==> config.mk <==
export PLATFORM = sky130hd
export DESIGN_NAME = hex_number_formatter_core_flat
export DESIGN_NICKNAME = d
export VERILOG_FILES = /design/src/hdl/hnf_pkg.sv /design/src/hdl/hnf_num_if.sv /design/src/hdl/hnf_char_if.sv /design/src/hdl/hnf_cfg_regs.sv /design/src/hdl/hnf_in_stage.sv /design/src/hdl/hnf_char_seq.sv /design/src/hdl/hex_number_formatter_core.sv /design/src/flat_wrapper.sv
export VERILOG_INCLUDE_DIRS = /design/src /design/src/hdl
export SDC_FILE = /design/constraint.sdc
export NUM_CORES = 1
export LEC_CHECK = 0
export ABC_AREA = 1
export BUFFER_PORTS_ARGS = -buffer_cell sky130_fd_sc_hd__buf_2
export CAP_MARGIN = 10
export CORE_ASPECT_RATIO = 1.1
export CORE_MARGIN = 3
export CORE_UTILIZATION = 40
export CTS_BUF_LIST = sky130_fd_sc_hd__clkbuf_16
export DETAILED_ROUTE_END_ITERATION = 6
export GPL_TIMING_DRIVEN = 0
export PLACE_DENSITY = 0.69
export SKIP_CTS_REPAIR_TIMING = 1
export SLEW_MARGIN = 20
export SYNTH_ARGS = -nofsm -noshare
export SYNTH_HDL_FRONTEND = slang
export SYNTH_HIERARCHICAL = 1
export SYNTH_SLANG_ARGS = --single-unit
export TNS_END_PERCENT = 10
==> constraint.sdc <==
create_clock -name clk -period 6.5 [get_ports clk]
set_input_delay 0.325 -clock clk [delete_from_list [all_inputs] [get_ports clk]]
set_output_delay 0.325 -clock clk [all_outputs]
set_load 0.005 [all_outputs]
==> src/hdl/hex_number_formatter_core_defines.svh <==
// ----------------------------------------------------------------------------
// Hex number formatter assertion macros
// Shared concurrent assertion helpers, clocked on clk, disabled in reset.
// ----------------------------------------------------------------------------
`ifndef HEX_NUMBER_FORMATTER_CORE_DEFINES_SVH
`define HEX_NUMBER_FORMATTER_CORE_DEFINES_SVH

// same-cycle implication
`define HNF_ASSERT_NOW(lbl, ante, cons, msg) \
  lbl: assert property (@(posedge clk) disable iff (!rst_n) (ante) |-> (cons)) \
    else $error(msg);

// next-cycle implication
`define HNF_ASSERT_NEXT(lbl, ante, cons, msg) \
  lbl: assert property (@(posedge clk) disable iff (!rst_n) (ante) |=> (cons)) \
    else $error(msg);

`endif

==> src/hdl/hnf_pkg.sv <==
// ----------------------------------------------------------------------------
// Hex number formatter package
// Shared types, register indexes and character constants.
// ----------------------------------------------------------------------------
package hnf_pkg;

  localparam int NUM_W     = 64;
  localparam int NIBBLES   = 16;
  localparam int CHAR_W    = 16;
  localparam int CNT_W     = 5;   // holds 0..16
  localparam int PRE_IDX_W = 3;   // prefix_length field width
  localparam int CFG_IDX_W = 2;
  localparam int CFG_DAT_W = 64;

  localparam logic [CNT_W-1:0]  MAX_DIGITS = 5'd16;
  localparam logic [CHAR_W-1:0] CHAR_ZERO  = 16'h0030;
  localparam logic [CHAR_W-1:0] CHAR_SPACE = 16'h0020;

  localparam logic [CHAR_W-1:0] HEX_GLYPHS [NIBBLES] = '{
    16'h0030, 16'h0031, 16'h0032, 16'h0033, 16'h0034, 16'h0035, 16'h0036, 16'h0037,
    16'h0038, 16'h0039, 16'h0041, 16'h0042, 16'h0043, 16'h0044, 16'h0045, 16'h0046
  };

  typedef enum logic [CFG_IDX_W-1:0] {
    CFG_MIN_DIGITS    = 2'd0,
    CFG_GROUPING_ON   = 2'd1,
    CFG_PREFIX_LENGTH = 2'd2,
    CFG_PREFIX_CHARS  = 2'd3
  } cfg_idx_t;

  typedef struct packed {
    logic [CNT_W-1:0]     min_digits;
    logic                 grouping_on;
    logic [PRE_IDX_W-1:0] prefix_length;
    logic [NUM_W-1:0]     prefix_chars;
  } cfg_t;

  typedef struct packed {
    logic [NUM_W-1:0] value;
    logic [CNT_W-1:0] sig;   // significant nibbles, 1..16
  } item_t;

endpackage

==> src/hdl/hnf_num_if.sv <==
// ----------------------------------------------------------------------------
// Number channel
// valid/ready channel carrying one signed 64-bit value per beat.
// ----------------------------------------------------------------------------
interface hnf_num_if;
  logic                                valid;
  logic                                ready;
  logic signed [hnf_pkg::NUM_W-1:0]    number_in;

  modport source (output valid, output number_in, input ready);
  modport sink   (input valid, input number_in, output ready);
endinterface

==> src/hdl/hnf_char_if.sv <==
// ----------------------------------------------------------------------------
// Character channel
// valid/ready channel carrying one character code and a last flag per beat.
// ----------------------------------------------------------------------------
interface hnf_char_if;
  logic                          valid;
  logic                          ready;
  logic [hnf_pkg::CHAR_W-1:0]    out_char;
  logic                          is_last;

  modport source (output valid, output out_char, output is_last, input ready);
  modport sink   (input valid, input out_char, input is_last, output ready);
endinterface

==> src/hdl/hnf_cfg_regs.sv <==
// ----------------------------------------------------------------------------
// Hex formatter configuration registers
// Write-only register bank; min_digits saturates at sixteen on write.
// ----------------------------------------------------------------------------
module hnf_cfg_regs (
  input  logic                            clk,
  input  logic                            rst_n,
  input  logic                            cfg_we,
  input  logic [hnf_pkg::CFG_IDX_W-1:0]   cfg_index,
  input  logic [hnf_pkg::CFG_DAT_W-1:0]   cfg_wdata,
  output hnf_pkg::cfg_t                   cfg
);

  hnf_pkg::cfg_t cfg_r, cfg_nxt;
  logic [hnf_pkg::CNT_W-1:0] min_wr;

  assign min_wr = cfg_wdata[hnf_pkg::CNT_W-1:0];

  always_comb begin
    cfg_nxt = cfg_r;
    if (cfg_we) begin
      unique case (hnf_pkg::cfg_idx_t'(cfg_index))
        hnf_pkg::CFG_MIN_DIGITS:
          cfg_nxt.min_digits = (min_wr > hnf_pkg::MAX_DIGITS) ? hnf_pkg::MAX_DIGITS : min_wr;
        hnf_pkg::CFG_GROUPING_ON:   cfg_nxt.grouping_on   = cfg_wdata[0];
        hnf_pkg::CFG_PREFIX_LENGTH:
          cfg_nxt.prefix_length = cfg_wdata[hnf_pkg::PRE_IDX_W-1:0];
        hnf_pkg::CFG_PREFIX_CHARS:  cfg_nxt.prefix_chars  = cfg_wdata;
      endcase
    end
  end

  always_ff @(posedge clk) begin
    if (!rst_n) begin
      cfg_r.min_digits    <= 5'd1;
      cfg_r.grouping_on   <= 1'b0;
      cfg_r.prefix_length <= '0;
      cfg_r.prefix_chars  <= '0;
    end else begin
      cfg_r <= cfg_nxt;
    end
  end

  assign cfg = cfg_r;

endmodule

==> src/hdl/hnf_in_stage.sv <==
// ----------------------------------------------------------------------------
// Hex formatter input stage
// One-entry input register; counts significant nibbles as the beat lands.
// ----------------------------------------------------------------------------
module hnf_in_stage (
  input  logic             clk,
  input  logic             rst_n,
  hnf_num_if.sink          in_num,
  input  logic             take,
  output logic             item_valid,
  output hnf_pkg::item_t   item
);

  logic           valid_r, valid_nxt;
  hnf_pkg::item_t item_r;
  logic [hnf_pkg::CNT_W-1:0] sig;
  logic           accept;

  // highest nonzero nibble sets the count; a zero value keeps one digit
  always_comb begin
    sig = 5'd1;
    for (int i = 1; i < hnf_pkg::NIBBLES; i++) begin
      if (|in_num.number_in[4*i +: 4]) sig = 5'(i + 1);
    end
  end

  assign in_num.ready = !valid_r || take;
  assign accept       = in_num.valid && in_num.ready;

  always_comb begin
    valid_nxt = valid_r;
    if (accept)    valid_nxt = 1'b1;
    else if (take) valid_nxt = 1'b0;
  end

  always_ff @(posedge clk) begin
    if (!rst_n) valid_r <= 1'b0;
    else        valid_r <= valid_nxt;
  end

  always_ff @(posedge clk) begin
    if (accept) begin
      item_r.value <= in_num.number_in;
      item_r.sig   <= sig;
    end
  end

  assign item_valid = valid_r;
  assign item       = item_r;

endmodule

==> src/hdl/hnf_char_seq.sv <==
// ----------------------------------------------------------------------------
// Hex formatter character sequencer
// Walks prefix, padding, digits and group spaces; one character per beat.
// ----------------------------------------------------------------------------
`include "hex_number_formatter_core_defines.svh"

module hnf_char_seq #(
  parameter int PREFIX_CHARS = 4
) (
  input  logic             clk,
  input  logic             rst_n,
  input  hnf_pkg::cfg_t    cfg,
  input  logic             item_valid,
  input  hnf_pkg::item_t   item,
  output logic             take,
  hnf_char_if.source       out_chr
);

  typedef enum logic [4:0] {
    S_IDLE   = 5'b00001,
    S_PREFIX = 5'b00010,
    S_PAD    = 5'b00100,
    S_DIGIT  = 5'b01000,
    S_SPACE  = 5'b10000
  } state_t;

  state_t state_r, state_nxt;
  logic [hnf_pkg::NUM_W-1:0]     val_r, val_nxt;
  logic [hnf_pkg::PRE_IDX_W-1:0] pre_r, pre_nxt;
  logic [hnf_pkg::CNT_W-1:0]     pad_r, pad_nxt;
  logic [hnf_pkg::CNT_W-1:0]     dig_r, dig_nxt;
  logic                          ov_r, ov_nxt;
  logic [hnf_pkg::CHAR_W-1:0]    och_r, och_nxt;
  logic                          olast_r, olast_nxt;

  logic [hnf_pkg::PRE_IDX_W-1:0] plen;
  logic [hnf_pkg::CNT_W-1:0]     want, load_pad, dig_dec;
  logic [3:0]                    nib_idx;
  logic [hnf_pkg::CHAR_W-1:0]    ch, pfx_ch;
  logic                          adv, finish, last;

  always_comb begin
    plen = cfg.prefix_length;
    if (int'(cfg.prefix_length) > PREFIX_CHARS) plen = hnf_pkg::PRE_IDX_W'(PREFIX_CHARS);
  end

  assign want     = (cfg.min_digits == '0) ? 5'd1 : cfg.min_digits;
  assign load_pad = (want > item.sig) ? (want - item.sig) : '0;

  // only four codes are held; later prefix slots read as zero
  assign pfx_ch  = pre_r[2] ? '0 : cfg.prefix_chars[pre_r[1:0]*hnf_pkg::CHAR_W +: hnf_pkg::CHAR_W];
  assign dig_dec = dig_r - 5'd1;
  assign nib_idx = dig_dec[3:0];

  assign adv    = (state_r != S_IDLE) && (!ov_r || out_chr.ready);
  assign finish = adv && (state_r == S_DIGIT) && (dig_r == 5'd1);
  assign take   = item_valid && ((state_r == S_IDLE) || finish);

  always_comb begin
    state_nxt = state_r;
    val_nxt   = val_r;
    pre_nxt   = pre_r;
    pad_nxt   = pad_r;
    dig_nxt   = dig_r;
    ch        = hnf_pkg::CHAR_ZERO;
    last      = 1'b0;

    unique case (state_r)
      S_IDLE: begin
      end
      S_PREFIX: begin
        ch = pfx_ch;
        if (adv) begin
          pre_nxt = pre_r + 3'd1;
          if (pre_nxt == plen) state_nxt = (pad_r != '0) ? S_PAD : S_DIGIT;
        end
      end
      S_PAD: begin
        ch = hnf_pkg::CHAR_ZERO;
        if (adv) begin
          pad_nxt = pad_r - 5'd1;
          if (pad_r == 5'd1) state_nxt = S_DIGIT;
        end
      end
      S_DIGIT: begin
        ch   = hnf_pkg::HEX_GLYPHS[val_r[nib_idx*4 +: 4]];
        last = (dig_r == 5'd1);
        if (adv) begin
          dig_nxt = dig_dec;
          if (dig_r == 5'd1)                           state_nxt = S_IDLE;
          else if (cfg.grouping_on && dig_dec[1:0] == 2'd0) state_nxt = S_SPACE;
        end
      end
      S_SPACE: begin
        ch = hnf_pkg::CHAR_SPACE;
        if (adv) state_nxt = S_DIGIT;
      end
      default: state_nxt = S_IDLE;
    endcase

    // next number starts on the same edge the last digit leaves
    if (take) begin
      val_nxt = item.value;
      dig_nxt = item.sig;
      pad_nxt = load_pad;
      pre_nxt = '0;
      if (plen != '0)          state_nxt = S_PREFIX;
      else if (load_pad != '0) state_nxt = S_PAD;
      else                     state_nxt = S_DIGIT;
    end
  end

  always_comb begin
    ov_nxt    = ov_r;
    och_nxt   = och_r;
    olast_nxt = olast_r;
    if (adv) begin
      ov_nxt    = 1'b1;
      och_nxt   = ch;
      olast_nxt = last;
    end else if (out_chr.ready) begin
      ov_nxt = 1'b0;
    end
  end

  always_ff @(posedge clk) begin
    if (!rst_n) begin
      state_r <= S_IDLE;
      ov_r    <= 1'b0;
    end else begin
      state_r <= state_nxt;
      ov_r    <= ov_nxt;
    end
  end

  always_ff @(posedge clk) begin
    val_r   <= val_nxt;
    pre_r   <= pre_nxt;
    pad_r   <= pad_nxt;
    dig_r   <= dig_nxt;
    och_r   <= och_nxt;
    olast_r <= olast_nxt;
  end

  assign out_chr.valid    = ov_r;
  assign out_chr.out_char = och_r;
  assign out_chr.is_last  = olast_r;

  `HNF_ASSERT_NOW(a_digit_cnt, state_r == S_DIGIT, dig_r != '0 && dig_r <= hnf_pkg::MAX_DIGITS, "digit count out of range")
  `HNF_ASSERT_NOW(a_pad_cnt, state_r == S_PAD, pad_r != '0, "padding state with nothing left")
  `HNF_ASSERT_NOW(a_space_pos, state_r == S_SPACE, dig_r != '0 && dig_r[1:0] == 2'd0, "group space off a group boundary")
  `HNF_ASSERT_NEXT(a_space_then_digit, adv && state_r == S_SPACE, state_r == S_DIGIT, "space not followed by a digit")

endmodule

==> src/hdl/hex_number_formatter_core.sv <==
// ----------------------------------------------------------------------------
// Hex number formatter core
// Signed 64-bit value in, hexadecimal text out one character per beat.
// ----------------------------------------------------------------------------
// From idle, the first character passes the input register, the sequencer state
//   and the output register. Output: one character per cycle from the output
//   register while out_chr.ready holds; a number's text is prefix + max(min_digits,
//   significant digits) + group spaces characters (1..23 with four prefix slots).
// The next number is held in the input register and starts on the edge its
//   predecessor's last digit leaves, so texts follow with no gap.
// Reset (rst_n low, synchronous) empties both registers and restores config.
// ----------------------------------------------------------------------------
module hex_number_formatter_core #(
  parameter int PREFIX_CHARS = 4    // prefix_length saturates here; the field holds 0..7
) (
  input  logic                            clk,
  input  logic                            rst_n,
  // configuration write port
  input  logic                            cfg_we,
  input  logic [hnf_pkg::CFG_IDX_W-1:0]   cfg_index,
  input  logic [hnf_pkg::CFG_DAT_W-1:0]   cfg_wdata,
  // number in
  hnf_num_if.sink                         in_num,
  // characters out
  hnf_char_if.source                      out_chr
);

  hnf_pkg::cfg_t  cfg;
  hnf_pkg::item_t item;
  logic           item_valid;
  logic           take;

  // live register values; the user must change them only between numbers (not enforced here)
  hnf_cfg_regs u_cfg (
    .clk       (clk),
    .rst_n     (rst_n),
    .cfg_we    (cfg_we),
    .cfg_index (cfg_index),
    .cfg_wdata (cfg_wdata),
    .cfg       (cfg)
  );

  // one-number buffer: takes a new beat while the sequencer is still emitting
  hnf_in_stage u_in (
    .clk        (clk),
    .rst_n      (rst_n),
    .in_num     (in_num),
    .take       (take),
    .item_valid (item_valid),
    .item       (item)
  );

  // prefix -> zero padding -> digits (with group spaces) -> output register
  hnf_char_seq #(
    .PREFIX_CHARS (PREFIX_CHARS)
  ) u_seq (
    .clk        (clk),
    .rst_n      (rst_n),
    .cfg        (cfg),
    .item_valid (item_valid),
    .item       (item),
    .take       (take),
    .out_chr    (out_chr)
  );

endmodule
==> src/flat_wrapper.sv <==
// flat-port wrapper written by rule: the top's interface ports become plain ports
module hex_number_formatter_core_flat 
#(
  parameter int PREFIX_CHARS = 4                                                         
)
  (clk, rst_n, cfg_we, cfg_index, cfg_wdata, in_num_valid, in_num_number_in, in_num_ready, out_chr_valid, out_chr_out_char, out_chr_is_last, out_chr_ready);
  hnf_num_if in_num_i ();
  hnf_char_if out_chr_i ();
  input  logic clk;
  input  logic rst_n;
  input  logic cfg_we;
  input  logic [hnf_pkg::CFG_IDX_W-1:0] cfg_index;
  input  logic [hnf_pkg::CFG_DAT_W-1:0] cfg_wdata;
  input wire logic [$bits(in_num_i.valid)-1:0] in_num_valid;
  input wire logic [$bits(in_num_i.number_in)-1:0] in_num_number_in;
  output wire logic [$bits(in_num_i.ready)-1:0] in_num_ready;
  output wire logic [$bits(out_chr_i.valid)-1:0] out_chr_valid;
  output wire logic [$bits(out_chr_i.out_char)-1:0] out_chr_out_char;
  output wire logic [$bits(out_chr_i.is_last)-1:0] out_chr_is_last;
  input wire logic [$bits(out_chr_i.ready)-1:0] out_chr_ready;
  assign in_num_i.valid = in_num_valid;
  assign in_num_i.number_in = in_num_number_in;
  assign in_num_ready = in_num_i.ready;
  assign out_chr_valid = out_chr_i.valid;
  assign out_chr_out_char = out_chr_i.out_char;
  assign out_chr_is_last = out_chr_i.is_last;
  assign out_chr_i.ready = out_chr_ready;
  hex_number_formatter_core #(.PREFIX_CHARS(PREFIX_CHARS)) u_core (.clk(clk), .rst_n(rst_n), .cfg_we(cfg_we), .cfg_index(cfg_index), .cfg_wdata(cfg_wdata), .in_num(in_num_i), .out_chr(out_chr_i));
endmodule
==> results.txt, run 1 <==
Launch point of the worst reg-to-reg path - u_core/u_seq/dig_r[0]
Vias/cell - 5.123
Peak supply drop - 0.2492 mV
Setup crit end kind - flop
Largest net degree at the start of global routing - 39
Tot GR Track Use - 18.15%
Pwr Total - 4494 uW
Status - complete, no violations
Max layer used - met4
Clock transition at the registers of the reported paths - 0.06 ns
Clk Tree Root Cell - clkbuf_16
Min-delay src - in_num_number_in[34]
Initial Util - 41.37%
Global-route wire length before repair - 41630 um
Count leader, synth - nand2_1
Compound-cell area share of the yosys netlist - 7.608%
Met1 wire length - 11150 um
Final Cell Area - 13000 um^2
Asr flop ratio synth - 0%
Placement Cell Area - 11930 um^2
Largest family of logic cells by synthesized area - simple AND/OR/NAND/NOR gates
IO Count - 154
Top post-synthesis cells by area - edfxtp_1 (45%), dfxtp_1 (16%), nand2_1 (9.6%)
Post-synth top area share - 45.16%
Tmin final - 3.591 ns
Mapped Cells - 1112
Final Core Density - 50.54%
Ys Warns - 6
Row count - 61
Metal2 WL - 13580 um
Antenna violations before repair - 0
Clock Tree Buf Depth - 3
Reg-to-reg slack, setup - 2.91 ns
Worst r2r path cells - 18
Synth cell types - 44
Kind of start point of the critical path - flop
Synth Flop Type - edfxtp_1
RSZ-0062 raised after global routing - false
Synth Area in Adders - 1.599%
Hold Path Sink - u_core/u_in/item[39]
Multiplexer share of the synthesized area - 0%
Port Buf Inserts - 151
Mapped Avg Cell Area - 9.569 um^2
DR WL/cell - 16.35 um
Post-DP HPWL - 19720 um
Worst rel slew slack - 47.21%
Antenna diodes - 0
Pwr dens - 345.7 nW/um^2
Final Setup Violations - 0
Nets - 1470
Final hold vios - 0
EDFF count, synth - 160
Vias - 8648
Synthesis-stage register bit count - 243
Cell accounting for the most synthesized area - edfxtp_1
Die Area - 28600 um^2
DRT antenna net count - 0
Total CTS buffers - 26
Worst hold slack - 0.008329 ns
Critical Setup Path Class - flop to flop
DRC viols - 0
Synth Cell Area - 10640 um^2
Tightest Hold Check Type - primary input to flop
Synth Area in XOR/XNOR - 0.7996%
Top cells by count, synth - nand2_1 (271), edfxtp_1 (160), nor2_1 (97)
CTS Sinks - 243
RR Endpoint - u_core/u_seq/out_chr.out_char[0]
Post-Route WL - 27600 um
Max-slew violations - 0
Worst path required time - 6.76 ns
1st-iter DRT viols - 733
Crit-path max FO - 10
Fin crit share - 55.25%
Max-Cap Viols - 0
Routed met3 length - 2099 um
WP data arrival - 3.85 ns
Hold path depth - 1
Setup Skew - 0.01325 ns
Maximum clock frequency - 278.5 MHz
Synthesized Nets - 1260
CTS tree - built
First-pass DRT Iterations - 6
Die height - 177.1 um
Clock Latency Late Sink - 0.52 ns
Share of layout cells above drive strength 1 - 19.52%
RePlAce Congestion - 0.9006
Vias in the first global route - 8144
Post-Synth Simple-Gate Area - 23.42%
Core ar. - 25720 um^2
Slew @ Worst Pin - 0.7835 ns
Chip width - 161.5 um
GR Overflow Total - 0
Leak - 0.005202 uW
Sequential area share after synthesis - 60.77%
Area Growth Syn to Fin - 22.17%
Number of H-tree levels - 1
## per-stage QoR
step,TNS (ns),worst slack [ns],instances
after floorplan,0,0.6676,1112
after global placement,-93.37,-1.358,1609
after detailed placement,0,2.967,1613
after CTS,0,2.956,1661
after global routing,0,2.678,1688
final,0,2.909,1688
## flip-flops by register name, indices dropped and copies added (netlist names)
name                           flops
u_core/u_in/item_valid             1
u_core/u_seq/out_chr.out_char     16
u_core/u_seq/state_r               5
u_core/u_seq/out_chr.is_last       1
u_core/u_seq/pad_r                 5
u_core/u_seq/dig_r                 5
u_core/u_cfg/cfg                  73
u_core/u_seq/pre_r                 3
u_core/u_seq/out_chr.valid         1
u_core/u_seq/val_r                64
u_core/u_in/item                  69
## cells by family after synthesis
logic type	Yosys count
AND/OR/NAND/NOR	546
flip-flops	243
AO/OA/AOI/OAI	153
buffers and inverters	149
adder cells (fa/ha/maj)	13
XOR/XNOR	8
## layer usage
metal | up-vias | global-route usage, %
li1 | 4254 | -
met1 | 3994 | 23.42
met5 | - | 0
met2 | 345 | 31.37
met4 | 0 | 5.558
met3 | 55 | 3.019
## cell type report
| cell class | count | area (um^2) |
|---|---|---|
| fillers | 2346 | 12720 |
| flip-flops and latches | 243 | 6466 |
| multi-input cells | 720 | 3568 |
| repair buffers | 182 | 1116 |
| clock buffers | 28 | 700.7 |
| well taps | 346 | 432.9 |
| inverters | 89 | 337.8 |
| plain buffers | 60 | 281.5 |
| clock inverters | 20 | 95.09 |
## how the worst max path moves through the flow
stage	from	endpoint	slack, ns	depth (start not counted)
global placement	u_core/u_seq/dig_r[1]	u_core/u_in/item[58]	-1.36	10
global route	u_core/u_seq/dig_r[0]	u_core/u_seq/out_chr.out_char[0]	2.68	18
CTS	u_core/u_seq/dig_r[0]	u_core/u_seq/out_chr.out_char[0]	2.96	18
floorplan	u_core/u_seq/dig_r[2]	u_core/u_in/item[0]	0.67	9
detailed placement	u_core/u_seq/dig_r[0]	u_core/u_seq/out_chr.out_char[0]	2.97	18
finish	u_core/u_seq/dig_r[0]	u_core/u_seq/out_chr.out_char[0]	2.91	18
## worst max-delay path: stages (launching register included)
cell and delay [ns]:
edfxtp_1 0.39, buf_2 0.21, inv_2 0.13, buf_2 0.30, ha_1 0.29, inv_1 0.21, clkbuf_1 0.49, nand3_1 0.16
nand3_1 0.11, nand3_1 0.13, nand2_2 0.17, inv_2 0.05, ha_1 0.28, inv_1 0.08, nand3_1 0.08, nand2_1 0.07
nand2_1 0.05, nand2_1 0.10, nand2_1 0.06
## power by group
group | internal, uW | total (uW) | switching [uW]
clock network | 774 | 1360 | 585
logic | 370 | 1120 | 755
registers | 1930 | 2010 | 77.4
## cell usage in the layout, fill, tap and decap left out, types with 24 or more instances in the layout
master / Yosys / layout
dfxtp_1: 83 / 83
clkbuf_1: 24 / 24
edfxtp_1: 160 / 160
nor2_1: 97 / 97
inv_1: 77 / 82
clkbuf_16: 0 / 28
a21oi_1: 89 / 88
nand4_1: 72 / 72
nand3_1: 71 / 71
buf_2: 33 / 184
o21ai_0: 37 / 37
nand2_1: 271 / 271
dlygate4sd3_1: 0 / 27
(Power assumes the default switching activity.)
==> run 2, diff against run 1 <==
--- a/config.mk
+++ b/config.mk
@@ -6,7 +6,7 @@
 export SDC_FILE = /design/constraint.sdc
 export NUM_CORES = 1
 export LEC_CHECK = 0
-export ABC_AREA = 1
+export ABC_AREA = 0
 export BUFFER_PORTS_ARGS = -buffer_cell sky130_fd_sc_hd__buf_2
 export CAP_MARGIN = 10
 export CORE_ASPECT_RATIO = 1.1
==> constraint.sdc (replaced) <==
create_clock -name clk -period 3.7 [get_ports clk]
set_input_delay 0.185 -clock clk [delete_from_list [all_inputs] [get_ports clk]]
set_output_delay 0.185 -clock clk [all_outputs]
set_load 0.005 [all_outputs]
==> results.txt, run 2 <==
Die height - 173.7 um (was 177.1 um)
Synth Flop Type - edfxtp_1 (unchanged)
Slew @ Worst Pin - 0.8337 ns (was 0.7835 ns)
Initial Util - 41.17% (was 41.37%)
Status - finished, violations left (was complete, no violations)
RSZ-0062 raised after global routing - false (unchanged)
Placement Cell Area - 11430 um^2 (was 11930 um^2)
Vias - 7599 (was 8648)
Port Buf Inserts - 153 (was 151)
Critical Setup Path Class - flop to flop (unchanged)
Comb pwr share - 23.6% (was 25.0%)
Nets - 1251 (was 1470)
Sequential area share after synthesis - 63.20% (was 60.77%)
First-pass DRT Iterations - 5 (was 6)
Peak supply drop - 0.3866 mV (was 0.2492 mV)
P_int - 5523 uW (was 3077 uW)
Mapped Cells - 791 (was 1112)
Leak - 0.005096 uW (was 0.005202 uW)
GR Overflow Total - 0 (unchanged)
Worst path required time - 3.96 ns (was 6.76 ns)
Final hold vios - 3 (was 0)
Post-DP HPWL - 17620 um (was 19720 um)
Max-slew violations - 0 (unchanged)
Global-route wire length before repair - 36930 um (was 41630 um)
Worst rel slew slack - 43.83% (was 47.21%)
Failing checks - negative hold slack
Clk Tree Root Cell - clkbuf_16 (unchanged)
Ys Warns - 6 (unchanged)
CTS Sinks - 243 (unchanged)
Tightest Hold Check Type - primary input to flop (unchanged)
Reg-to-reg slack, setup - 0.23 ns (was 2.91 ns)
Fin crit share - 93.74% (was 55.25%)
DRC viols - 0 (unchanged)
Core ar. - 24850 um^2 (was 25720 um^2)
Largest register FFs - 73 (unchanged)
Max-Cap Viols - 0 (unchanged)
Share of layout cells above drive strength 1 - 23.73% (was 19.52%)
Post-Route WL - 27190 um (was 27600 um)
Final Setup Violations - 0 (unchanged)
Count leader, synth - edfxtp_1 (was nand2_1)
Vias in the first global route - 6851 (was 8144)
Tmin final - 3.469 ns (was 3.591 ns)
IO Count - 154 (unchanged)
Setup crit end kind - flop (unchanged)
Cell accounting for the most synthesized area - edfxtp_1 (unchanged)
Synthesized Nets - 939 (was 1260)
Synth Cell Area - 10230 um^2 (was 10640 um^2)
Maximum clock frequency - 288.3 MHz (was 278.5 MHz)
1st-iter DRT viols - 561 (was 733)
Most frequent cells in the layout - buf_2 (166), edfxtp_1 (160), dlygate4sd3_1 (129) (was nand2_1 (271), buf_2 (184), edfxtp_1 (160))
DRT antenna net count - 0 (unchanged)
Top post-synthesis cells by area - edfxtp_1 (47%), dfxtp_1 (16%), mux4_2 (5.1%) (was edfxtp_1 (45%), dfxtp_1 (16%), nand2_1 (9.6%))
Area Growth Syn to Fin - 32.48% (was 22.17%)
Worst hold slack - -0.01101 ns (was 0.008329 ns)
Clock Latency Late Sink - 0.52 ns (about the same)
Setup Skew - 0.01127 ns (was 0.01325 ns)
Sw power - 2197 uW (was 1417 uW)
Asr flop ratio synth - 0% (unchanged)
Number of H-tree levels - 1 (unchanged)
Clock transition at the registers of the reported paths - 0.06 ns (about the same)
Synth cell types - 67 (was 44)
DR WL/cell - 18.58 um (was 16.35 um)
EDFF count, synth - 160 (unchanged)
Clock Tree Buf Depth - 3 (unchanged)
Clock share of power - 30.6% (was 30.3%)
Most common cell after layout, fill and taps aside - buf_2 (was nand2_1)
Final Cell Area - 13550 um^2 (was 13000 um^2)
Row count - 60 (was 61)
Fin worst setup slack - 0.2315 ns (was 2.909 ns)
WP data arrival - 3.73 ns (was 3.85 ns)
Tot GR Track Use - 17.06% (was 18.15%)
CTS tree - built (unchanged)
Antenna violations before repair - 4 (was 0)
Synthesis-stage register bit count - 243 (unchanged)
Pwr dens - 569.6 nW/um^2 (was 345.7 nW/um^2)
Register share of total power - 45.8% (was 44.7%)
Post-synth top area share - 46.96% (was 45.16%)
Top cells by count, synth - edfxtp_1 (160), nand2_1 (95), dfxtp_1 (83) (was nand2_1 (271), edfxtp_1 (160), nor2_1 (97))
RePlAce Congestion - 0.8230 (was 0.9006)
Largest net degree at the start of global routing - 75 (was 39)
Die Area - 27530 um^2 (was 28600 um^2)
Mapped Avg Cell Area - 12.93 um^2 (was 9.569 um^2)
Net Sw Frac - 28.46% (was 31.53%)
Kind of start point of the critical path - flop (unchanged)
Total CTS buffers - 25 (was 26)
Chip width - 158.5 um (was 161.5 um)
Dpl ws - -0.7471 ns (was 2.967 ns)
Crit-path max FO - 10 (unchanged)
Vias/cell - 5.194 (was 5.123)
-- run 2: layer usage --
| layer | part of all wire [%] | GRT usage, % |
|---|---|---|
| met1 | 41 | 22.33 |
| met2 | 49 | 28.28 |
| met3 | 6.5 | 3.920 |
| met4 | 3.0 | 5.056 |
| met5 | 0.15 | 0 |
-- run 2: cell type report --
type,instances,area (um^2)
repair buffers,282,2057
multi-input cells,481,3475
clock inverters,20,138.9
inverters,23,86.33
diodes,1,2.502
clock buffers,25,625.6
well taps,341,426.7
fillers,2023,11290
flip-flops and latches,243,6466
plain buffers,47,276.5
-- run 2: through the flow --
step / utilization, % / total power, uW / cells / TNS [ns]
after floorplan: - / 4669 / 791 / 0
after global placement: 45.99 / 5202 / 1285 / -45.18
after detailed placement: 45.99 / 5251 / 1285 / -51.22
after CTS: 49.07 / 7609 / 1330 / -52.82
after global routing: 54.55 / 8066 / 1463 / 0
final: 54.55 / 7720 / 1463 / 0
-- run 2: path summary, 6_finish.rpt --
kind,start,endpoint,cells past startpoint
setup / recovery,u_core/u_seq/dig_r[0],u_core/u_seq/out_chr.out_char[0],12
hold / removal,cfg_wdata[1],u_core/u_cfg/cfg[69],3
setup reg to reg,u_core/u_seq/dig_r[0],u_core/u_seq/out_chr.out_char[0],12
hold reg to reg,u_core/u_in/item[24],u_core/u_seq/val_r[19],0
-- run 2: critical path: stages (launching register included) --
cell,delay [ns]
edfxtp_1,0.38
buf_6,0.21
buf_6,0.19
inv_1,0.09
ha_1,0.27
clkbuf_4,0.24
clkbuf_4,0.27
mux4_2,0.32
mux4_2,0.56
inv_2,0.09
ha_1,0.24
a311oi_1,0.25
o21ai_1,0.09
-- run 2: cells by family after synthesis --
logic type / share of synthesized area (%)
flip-flops: 63.20
adder cells (fa/ha/maj): 1.663
buffers and inverters: 3.339
AND/OR/NAND/NOR: 13.15
AO/OA/AOI/OAI: 8.451
multiplexers: 8.463
XOR/XNOR: 1.737
-- run 2: power by group through the flow --
stage	sequential, uW	combinational [uW]	clock, uW
after detailed placement	3590	1660	0
final	3530	1820	2370
after global placement	3570	1630	0
after CTS	3530	1670	2400
after floorplan	3550	1110	0
after global routing	3570	1980	2510
==> run 3, diff against run 2 <==
==> constraint.sdc (replaced) <==
create_clock -name clk -period 3.2 [get_ports clk]
set_input_delay 0.16 -clock clk [delete_from_list [all_inputs] [get_ports clk]]
set_output_delay 0.16 -clock clk [all_outputs]
set_load 0.005 [all_outputs]
==> results.txt, run 3 (synthesis gave the netlist of run 2 again) <==
1st-iter DRT viols - 518 (was 561)
Worst rel slew slack - 30.83% (was 43.83%)
DRT antenna net count - 0 (unchanged)
Chip width - 158.5 um (unchanged)
GR Overflow Total - 0 (unchanged)
Post-DP HPWL - 17510 um (was 17620 um)
IO Count - 154 (unchanged)
Pwr Total - 9292 uW (was 7720 uW)
Pwr dens - 670.6 nW/um^2 (was 569.6 nW/um^2)
Fin crit share - 96.92% (was 93.74%)
Fin worst setup slack - 0.09855 ns (was 0.2315 ns)
Max-Cap Viols - 0 (unchanged)
RePlAce Congestion - 0.8206 (was 0.8230)
DR WL/cell - 18.72 um (was 18.58 um)
Vias in the first global route - 6788 (was 6851)
Final Core Density - 55.76% (was 54.55%)
Launch point of the worst reg-to-reg path - u_core/u_seq/dig_r[0] (unchanged)
CTS Sinks - 243 (unchanged)
Clk Tree Root Cell - clkbuf_16 (unchanged)
Fill count - 2026 (was 2023)
Die Area - 27530 um^2 (unchanged)
Port Buf Inserts - 153 (unchanged)
Global-route wire length before repair - 36400 um (was 36930 um)
Die height - 173.7 um (unchanged)
Most frequent cells in the layout - buf_2 (167), edfxtp_1 (160), dlygate4sd3_1 (133) (was buf_2 (166), edfxtp_1 (160), dlygate4sd3_1 (129))
Clock Latency Late Sink - 0.51 ns (was 0.52 ns)
First-pass DRT Iterations - 7 (was 5)
Worst Setup SP - u_core/u_seq/dig_r[0] (unchanged)
Vias/cell - 5.274 (was 5.194)
Peak supply drop - 0.5041 mV (was 0.3866 mV)
Max-slew violations - 0 (unchanged)
Largest register FFs - 73 (unchanged)
Tightest Hold Check Type - primary input to flop (unchanged)
Nets - 1272 (was 1251)
Vias - 7822 (was 7599)
Maximum clock frequency - 322.4 MHz (was 288.3 MHz)
Clock transition at the registers of the reported paths - 0.06 ns (about the same)
Slew @ Worst Pin - 1.028 ns (was 0.8337 ns)
Setup Skew - 0.009378 ns (was 0.01127 ns)
DRC viols - 0 (unchanged)
Post-Route WL - 27760 um (was 27190 um)
Dpl ws - -0.9226 ns (was -0.7471 ns)
Worst path required time - 3.46 ns (was 3.96 ns)
Tot GR Track Use - 16.78% (was 17.06%)
Kind of start point of the critical path - flop (unchanged)
Antenna violations before repair - 3 (was 4)
Largest net degree at the start of global routing - 75 (unchanged)
Share of layout cells above drive strength 1 - 26.32% (was 23.73%)
Critical Setup Path Class - flop to flop (unchanged)
Final Setup Violations - 0 (unchanged)
Number of H-tree levels - 1 (unchanged)
Crit-path max FO - 10 (unchanged)
Leak - 0.005238 uW (was 0.005096 uW)
Total CTS buffers - 24 (was 25)
Tmin final - 3.101 ns (was 3.469 ns)
Final hold vios - 0 (was 3)
Area Growth Syn to Fin - 35.43% (was 32.48%)
Row count - 60 (unchanged)
Most common cell after layout, fill and taps aside - buf_2 (unchanged)
Core ar. - 24850 um^2 (unchanged)
Setup TNS - 0 ns (unchanged)
Initial Util - 41.17% (unchanged)
Clock Tree Buf Depth - 3 (unchanged)
WP data arrival - 3.36 ns (was 3.73 ns)
Setup crit end kind - flop (unchanged)
Status - complete, no violations (was finished, violations left)
Min-delay src - cfg_wdata[0] (was cfg_wdata[1])
CTS tree - built (unchanged)
## run 3: power by group
part           switching [uW]  total (uW)  internal (uW)
Clock                    1180        2770           1600
Sequential                172        4080           3910
Combinational            1320        2430           1110
## run 3: stage by stage
step / area (um^2) / cells / hold slack, ns
after floorplan: 10240 / 791 / 0.2386
final: 13860 / 1483 / 0.02298
after global placement: 11440 / 1285 / 0.3367
after CTS: 12220 / 1327 / -0.1999
after global routing: 13850 / 1482 / 0.02206
after detailed placement: 11440 / 1285 / 0.3381
## run 3: worst max-delay path: stages (launching register included)
cell and delay [ns]:
edfxtp_1 0.43, buf_12 0.16, buf_12 0.14, inv_6 0.06, ha_4 0.20, buf_6 0.14, buf_4 0.13, mux4_2 0.32
mux4_2 0.55, inv_2 0.11, ha_4 0.21, a311oi_2 0.27, o21ai_1 0.11
## run 3: cell type report
class | count | area (um^2) | area share [%]
Antenna cell | 2 | 5.005 | 0.03612
Buffer | 47 | 310.3 | 2.239
Clock buffer | 27 | 675.6 | 4.876
Clock inverter | 15 | 107.6 | 0.7766
Inverter | 23 | 95.09 | 0.6863
Multi-Input combinational cell | 481 | 3520 | 25.40
Sequential cell | 243 | 6466 | 46.67
Tap cell | 341 | 426.7 | 3.079
Timing Repair Buffer | 304 | 2250 | 16.24
## run 3: routing by layer
layer | track usage [%] | part of all wire (%) | wire [um] | up-vias
met2 | 27.89 | 49 | 13700 | 358
met1 | 22.21 | 41 | 11250 | 3734
met3 | 3.596 | 6.4 | 1771 | 95
li1 | - | - | - | 3631
met4 | 4.697 | 3.6 | 998 | 4
met5 | 0 | 0.12 | 33 | -
## run 3: worst paths after layout
path | end | cells after the start | slack (ns)
worst min-delay path | u_core/u_cfg/cfg[0] | 3 | 0.02
worst min register to register | u_core/u_seq/val_r[45] | 0 | 0.41
worst max-delay path | u_core/u_seq/out_chr.out_char[0] | 12 | 0.1
worst max register to register | u_core/u_seq/out_chr.out_char[0] | 12 | 0.1
